[src/hdl/tcw_pkg.sv]
// ----------------------------------------------------------------------------
// tcw_pkg
// Shared constants, codes and controller/datapath types of the text console
// writer.
// ----------------------------------------------------------------------------
package tcw_pkg;

  // Screen geometry
  localparam int ROWS         = 25;
  localparam int ROW_BYTES    = 160;
  localparam int SCREEN_BYTES = ROWS * ROW_BYTES;
  localparam int LAST_ROW     = (ROWS - 1) * ROW_BYTES;

  // Field widths
  localparam int CUR_W  = 12;
  localparam int BYTE_W = 8;
  localparam int OP_W   = 2;
  localparam int IDX_W  = 2;

  // Memory index and scroll address widths
  localparam int MEM_AW  = $clog2(SCREEN_BYTES);
  localparam int SCR_RAW = $clog2(SCREEN_BYTES + 512);
  localparam int SCR_W   = (SCR_RAW > CUR_W) ? SCR_RAW : CUR_W;

  // Remainder unit: divisor holds the window length or a row length
  localparam int ROW_W     = $clog2(ROW_BYTES + 1);
  localparam int DIV_W     = (ROW_W > BYTE_W) ? ROW_W : BYTE_W;
  localparam int DIV_BITS  = 2;
  localparam int DIV_STEPS = CUR_W / DIV_BITS;
  localparam int DIV_CW    = $clog2(DIV_STEPS);

  // Operations
  localparam logic [OP_W-1:0] OP_PUT  = 2'd0;
  localparam logic [OP_W-1:0] OP_READ = 2'd1;
  localparam logic [OP_W-1:0] OP_HOME = 2'd2;

  // Register indexes
  localparam logic [IDX_W-1:0] REG_WINDOW_START  = 2'd0;
  localparam logic [IDX_W-1:0] REG_WINDOW_LENGTH = 2'd1;
  localparam logic [IDX_W-1:0] REG_LINE_SKIP     = 2'd2;

  // Character codes
  localparam logic [BYTE_W-1:0] CH_BACKSPACE = 8'd8;
  localparam logic [BYTE_W-1:0] CH_NEWLINE   = 8'd10;
  localparam logic [BYTE_W-1:0] CH_SPACE     = 8'd32;

  localparam logic [BYTE_W-1:0] MIN_LENGTH    = 8'd2;
  localparam logic [BYTE_W-1:0] RESET_LENGTH  = 8'd160;

  typedef enum logic [3:0] {
    S_CLEAR,
    S_IDLE,
    S_DISPATCH,
    S_READ,
    S_SMOD,
    S_KMOD,
    S_SRD,
    S_SWR,
    S_BLANK,
    S_CHAR,
    S_NL,
    S_BS,
    S_BSW,
    S_ATTR,
    S_WRAP,
    S_DONE
  } state_t;

  typedef enum logic [1:0] {
    WA_CLEAR,
    WA_DST,
    WA_BLANK,
    WA_CURSOR
  } wa_sel_t;

  typedef enum logic [2:0] {
    WS_ZERO,
    WS_COPY,
    WS_SPACE,
    WS_CHAR,
    WS_ATTR
  } wd_sel_t;

  typedef enum logic {
    RD_ITEM,
    RD_SRC
  } rd_sel_t;

  typedef enum logic [2:0] {
    CUR_HOLD,
    CUR_HOME,
    CUR_SCROLL,
    CUR_INC,
    CUR_NEWLINE,
    CUR_BACK,
    CUR_WRAP
  } cur_op_t;

  typedef enum logic [2:0] {
    DV_START,
    DV_SKIP,
    DV_CURSOR,
    DV_BACK,
    DV_CUR_P1
  } div_sel_t;

  typedef struct packed {
    logic     clr_step;
    logic     latch_item;
    logic     mem_we;
    wa_sel_t  wa_sel;
    wd_sel_t  wd_sel;
    logic     rd_en;
    rd_sel_t  rd_sel;
    logic     cap_read;
    cur_op_t  cur_op;
    logic     div_start;
    div_sel_t div_sel;
    logic     cap_smod;
    logic     cap_kmod;
    logic     scr_init;
    logic     scr_step;
    logic     blank_init;
    logic     blank_step;
    logic     load_out;
  } cmd_t;

  typedef struct packed {
    logic            clr_last;
    logic [OP_W-1:0] op;
    logic            is_newline;
    logic            is_backspace;
    logic            scroll_needed;
    logic            scr_end;
    logic            blank_end;
    logic            at_start;
    logic            div_done;
    logic            out_free;
  } stat_t;

endpackage

[src/hdl/tcw_ctrl.sv]
// ----------------------------------------------------------------------------
// tcw_ctrl
// Sequencer of the text console writer: clearing pass, item dispatch,
// scroll, character handling and result hand-off.
// ----------------------------------------------------------------------------
module tcw_ctrl (
  input  logic           clk,
  input  logic           rst,
  input  logic           in_valid,
  output logic           in_ready,
  input  tcw_pkg::stat_t st,
  output tcw_pkg::cmd_t  cmd
);
  import tcw_pkg::*;

  state_t state;
  state_t state_next;

  always_ff @(posedge clk) begin
    if (rst) begin
      state <= S_CLEAR;
    end else begin
      state <= state_next;
    end
  end

  // Next state
  always_comb begin
    state_next = state;
    case (state)
      S_CLEAR: begin
        if (st.clr_last) state_next = S_IDLE;
      end
      S_IDLE: begin
        if (in_valid) state_next = S_DISPATCH;
      end
      S_DISPATCH: begin
        case (st.op)
          OP_PUT:  state_next = st.scroll_needed ? S_SMOD : S_CHAR;
          OP_READ: state_next = S_READ;
          OP_HOME: state_next = S_DONE;
          default: state_next = S_DONE;
        endcase
      end
      S_READ: state_next = S_DONE;
      S_SMOD: begin
        if (st.div_done) state_next = S_KMOD;
      end
      S_KMOD: begin
        if (st.div_done) state_next = S_SRD;
      end
      S_SRD:  state_next = st.scr_end ? S_BLANK : S_SWR;
      S_SWR:  state_next = S_SRD;
      S_BLANK: begin
        if (st.blank_end) state_next = S_CHAR;
      end
      S_CHAR: begin
        if (st.is_newline) begin
          state_next = S_NL;
        end else if (st.is_backspace) begin
          state_next = st.at_start ? S_DONE : S_BS;
        end else begin
          state_next = S_ATTR;
        end
      end
      S_NL: begin
        if (st.div_done) state_next = S_DONE;
      end
      S_BS: begin
        if (st.div_done) state_next = S_BSW;
      end
      S_BSW:  state_next = S_DONE;
      S_ATTR: state_next = S_WRAP;
      S_WRAP: begin
        if (st.div_done) state_next = S_DONE;
      end
      S_DONE: begin
        if (st.out_free) state_next = S_IDLE;
      end
      default: state_next = S_IDLE;
    endcase
  end

  // Outputs
  always_comb begin
    cmd      = '0;
    in_ready = 1'b0;
    case (state)
      S_CLEAR: begin
        cmd.mem_we   = 1'b1;
        cmd.wa_sel   = WA_CLEAR;
        cmd.wd_sel   = WS_ZERO;
        cmd.clr_step = 1'b1;
      end
      S_IDLE: begin
        in_ready       = 1'b1;
        cmd.latch_item = in_valid;
      end
      S_DISPATCH: begin
        case (st.op)
          OP_PUT: begin
            cmd.div_start = st.scroll_needed;
            cmd.div_sel   = DV_START;
          end
          OP_READ: begin
            cmd.rd_en  = 1'b1;
            cmd.rd_sel = RD_ITEM;
          end
          OP_HOME: cmd.cur_op = CUR_HOME;
          default: ;
        endcase
      end
      S_READ: cmd.cap_read = 1'b1;
      S_SMOD: begin
        if (st.div_done) begin
          cmd.cap_smod  = 1'b1;
          cmd.div_start = 1'b1;
          cmd.div_sel   = DV_SKIP;
        end
      end
      S_KMOD: begin
        if (st.div_done) begin
          cmd.cap_kmod = 1'b1;
          cmd.scr_init = 1'b1;
        end
      end
      S_SRD: begin
        if (st.scr_end) begin
          cmd.blank_init = 1'b1;
        end else begin
          cmd.rd_en  = 1'b1;
          cmd.rd_sel = RD_SRC;
        end
      end
      S_SWR: begin
        cmd.mem_we   = 1'b1;
        cmd.wa_sel   = WA_DST;
        cmd.wd_sel   = WS_COPY;
        cmd.scr_step = 1'b1;
      end
      S_BLANK: begin
        if (st.blank_end) begin
          cmd.cur_op = CUR_SCROLL;
        end else begin
          cmd.mem_we     = 1'b1;
          cmd.wa_sel     = WA_BLANK;
          cmd.wd_sel     = WS_SPACE;
          cmd.blank_step = 1'b1;
        end
      end
      S_CHAR: begin
        if (st.is_newline) begin
          cmd.div_start = 1'b1;
          cmd.div_sel   = DV_CURSOR;
        end else if (st.is_backspace) begin
          cmd.div_start = !st.at_start;
          cmd.div_sel   = DV_BACK;
        end else begin
          cmd.mem_we = 1'b1;
          cmd.wa_sel = WA_CURSOR;
          cmd.wd_sel = WS_CHAR;
          cmd.cur_op = CUR_INC;
        end
      end
      S_NL: begin
        if (st.div_done) cmd.cur_op = CUR_NEWLINE;
      end
      S_BS: begin
        if (st.div_done) cmd.cur_op = CUR_BACK;
      end
      S_BSW: begin
        cmd.mem_we = 1'b1;
        cmd.wa_sel = WA_CURSOR;
        cmd.wd_sel = WS_SPACE;
      end
      S_ATTR: begin
        // remainder is taken of the cursor as it stands after this step
        cmd.mem_we    = 1'b1;
        cmd.wa_sel    = WA_CURSOR;
        cmd.wd_sel    = WS_ATTR;
        cmd.cur_op    = CUR_INC;
        cmd.div_start = 1'b1;
        cmd.div_sel   = DV_CUR_P1;
      end
      S_WRAP: begin
        if (st.div_done) cmd.cur_op = CUR_WRAP;
      end
      S_DONE: cmd.load_out = st.out_free;
      default: ;
    endcase
  end

endmodule

[config.mk]
export PLATFORM = sky130hd
export DESIGN_NAME = tcw_ctrl
export DESIGN_NICKNAME = d
export VERILOG_FILES = /design/src/hdl/tcw_pkg.sv /design/src/hdl/tcw_ctrl.sv
export SDC_FILE = /design/constraint.sdc
export NUM_CORES = 1
export LEC_CHECK = 0
export BUFFER_PORTS_ARGS = -buffer_cell sky130_fd_sc_hd__buf_2
export CAP_MARGIN = 15
export CORE_ASPECT_RATIO = 0.7
export CORE_MARGIN = 2
export CORE_UTILIZATION = 40
export DETAILED_ROUTE_END_ITERATION = 7
export GPL_ROUTABILITY_DRIVEN = 0
export PLACE_DENSITY = 0.67
export SKIP_LAST_GASP = 1
export SYNTH_ARGS = -nofsm -noshare
export SYNTH_HDL_FRONTEND = slang
export SYNTH_SLANG_ARGS = --single-unit
[constraint.sdc]
create_clock -name clk -period 4 [get_ports clk]
set_clock_uncertainty 0.1 [all_clocks]
set_input_delay 0.4 -clock clk [delete_from_list [all_inputs] [get_ports clk]]
set_output_delay 0.4 -clock clk [all_outputs]
set_load 0.005 [all_outputs]
==> summary.md <==
| Metric | Value |
|---|---|
| Per-cell via count in the routed design | `6.23` |
| Synth Area in Adders | `0` |
| Initial antenna violation count | `0` |
| Result of the run | `completed` |
| Worst hold margin | `~0.32 ns` |
| Clock input transition at the sequential cells of the worst setup and hold paths | `0.04 ns` |
| Total power per unit cell area | `between 300 and 400 nW/um2` |
| Setup repair after global routing missed its margin | `no` |
| Worst hold start | `rst` |
| Number of H-tree levels | `1` |
| Setup TNS after final layout | `0 ns` |
| Count of final setup violators | `0` |
| Count of final max-slew check failures | `0` |
| Area growth from synthesis to final layout | `18.9%` |
| Post-synth cell types | `52` |
| TritonCTS clock tree | `built` |
| Standard-cell row count | `13` |
| CTS buffer count | `3` |
| Worst EP arrival | `2.43 ns` |
| Reg2Reg Capture Point | `state[0]$_SDFFE_PP0P_` |
| Detailed-routing iteration count for the pre-antenna-repair pass | `6` |
| Worst-path maximum fanout | `33` |
| Startpoint class of the critical path | `flip-flop` |
| Chain of cells forming the critical path | `clkinv_1 > nand3_1 > o32ai_1 > and2_1 > buf_2` |
| Placed standard-cell area | `around 980 um2` |
| Slew at the pin with the worst max-slew slack | `just over 1 ns` |
| Post-CTS repair timing setup buffer count | `0` |
| Diodes inserted | `0` |
| Height of the die | `42.5 um` |
| Detailed router's first-iteration violation count | `79` |
| Wirelength, routed | `about 2.6 mm` |
| Highest ir drop seen on vdd | `approximately 0.00026 V` |
| Largest stage delay, worst path | `1.00 ns` |
| Clock Sink Count | `4` |
| Number of global-route vias before repair | `just under 900` |
| Maximum capacitance violations | `0` |
| Largest register by flop count | `state` |
| Top-level port count | `40` |
| Std-Cell Core Area | `1920 um2` |
| Latest clock arrival within the worst-skew pair | `0.24 ns` |
| Registers with the most flip-flops | `state (4)` |
| Most used DFF post-synth | `dfxtp_1` |
| Most used cells in the layout excluding fill and tap cells | `buf_2 (39), nor2_1 (12), nor3_1 (9), o21ai_0 (9), a21oi_1 (6)` |
| Slowest stage cell on the critical path | `dfxtp_1` |
| Yosys warnings | `0` |
| Fill cell count | `206` |
| Leakage power | `0.000436 uW` |
| Count of flip-flops with a built-in enable after synthesis | `0` |
| Worst flop-to-flop path startpoint | `state[0]$_SDFFE_PP0P_` |
| Register area | `80.1 um2` |
| Half-perimeter wire length of the detailed placement result | `~1.8 mm` |
| Width of the die | `a little under 60 um` |
| Post-CTS Resized | `0` |
| Final period util | `0.732` |
| Area of the die | `between 2000 and 3000 um2` |
| Fraction of the yosys area taken by sequential cells | `0.0945` |
| Beginning of the critical path | `state[2]$_SDFFE_PP0P_` |
| Area of the multi-input gates | `roughly 660 um2` |
| Share of the synthesized netlist area taken by xor and xnor gates | `0` |
| Destination of the worst hold path | `state[3]$_SDFFE_PP0P_` |
| Total number of vias | `approximately 1100` |
| First-pass GRT wire length | `around 4.2 mm` |
| Flip-flop count of the largest register, all copies and words added | `4` |
| Data required time at the worst endpoint | `~3.5 ns` |
| Most common cell after layout, fill and taps aside | `buf_2` |
| WHS Path Cells | `2` |
| Effective utilization at floorplan | `0.441` |
| Max clock buf depth | `2` |
| Simple-gate portion of the synthesized area | `0.386` |
| Routed wirelength normalized by instance count | `14.8 um` |
| Maximum clock frequency | `between 300 and 400 MHz` |
| Worst min-delay path class | `input pin to flip-flop` |
| Number of port buffers | `39` |
| Nets@finish | `roughly 170` |
| DRC errors left | `0` |
| Final Hold Viols | `0` |
| Number of hold buffers added after cts | `0` |
| Final design utilization | `0.525` |
| Synth Instances | `~130` |
| Worst-case reg-to-reg path depth | `4` |
| Ratio of cells with drive above 1 in the final layout | `0.323` |
| Net count of the mapped netlist | `140` |
| Dominant combinational cell family by area after synthesis | `simple AND/OR/NAND/NOR gates` |
| Mux cell area share after synthesis | `0.0266` |
| Fraction of the mapped netlist area in compound gates | `0.366` |
| Power Total | `about 390 uW` |
| Post-Synthesis Cell Area | `between 800 and 900 um2` |
| Largest net degree at the start of global routing | `34` |
| Final standard cell area without fillers | `1010 um2` |
| Antenna-violating nets left | `0` |
| Clock root buffer master | `clkbuf_4` |
| Grt total ovfl | `0` |
| Total Routing Usage GR | `0.214` |
| Relative max-transition margin | `0.307` |
| Flop and latch count out of synthesis | `4` |
| Slack of the worst reg-to-reg path | `1.57 ns` |
| Avg Cell Area, Syn | `6.72 um2` |
| Classification of the worst setup path | `flip-flop to output pin` |
| Share of flip-flops with an asynchronous set or reset | `0` |
| Worst setup EP type | `output pin` |
| Final critical-path required period | `between 2 and 3 ns` |
cell usage after synthesis, types with 4 or more instances:
master,n,area share
a21oi_1,6,0.035
buf_2,8,0.047
dfxtp_1,4,0.095
inv_1,5,0.022
nand2_1,5,0.022
nand2b_1,4,0.030
nor2_1,12,0.053
nor3_1,9,0.053
o21ai_0,9,0.053
routing by layer:
layer	up-vias	routed length, um	share of wire	GRT usage
li1	539	-	-	-
met5	-	0	0	0
met1	508	1220	0.47	0.329
met3	4	226	0.086	0.0309
met4	0	23	0.0088	0.0682
met2	52	1140	0.44	0.296
worst max-delay path, delay by kind of cell, from the launching register on:
family,cells,cell delay (ns)
simple gates,2,0.46
flops,1,1.00
compound gates,1,0.09
buf+inv,2,0.64
worst max path at each step:
stage,to,slack [ns],cells past startpoint
floorplan,cmd[22],2.30,5
global placement,cmd[17],1.49,5
detailed placement,cmd[17],1.41,5
CTS,cmd[17],1.15,5
global route,cmd[17],0.91,5
finish,cmd[17],1.07,5
report_power, final:
group | internal, uW | switching (uW)
registers | 48.8 | 70.5
clock network | 33.8 | 20.0
logic | 112 | 108
total | 195 | 198
cells by family (layout without fill, tap and decap cells):
| group | after synthesis | in the layout |
|---|---|---|
| simple gates | 57 | 57 |
| mux | 2 | 2 |
| compound gates | 44 | 44 |
| flops | 4 | 4 |
| buf+inv | 19 | 48 |
through the flow:
stage	cells	setup WS, ns
final	177	1.07
after detailed placement	174	1.41
after CTS	177	1.15
after floorplan	126	2.30
after global placement	174	1.49
after global routing	177	0.906
final cells by class:
| type | count | share of cell area |
|---|---|---|
| Timing Repair Buffer | 39 | 0.194 |
| Tap cell | 22 | 0.0273 |
| Inverter | 6 | 0.0224 |
| Clock buffer | 3 | 0.0224 |
| Multi-Input combinational cell | 103 | 0.655 |
| Sequential cell | 4 | 0.0795 |
(Power assumes the default switching activity.)
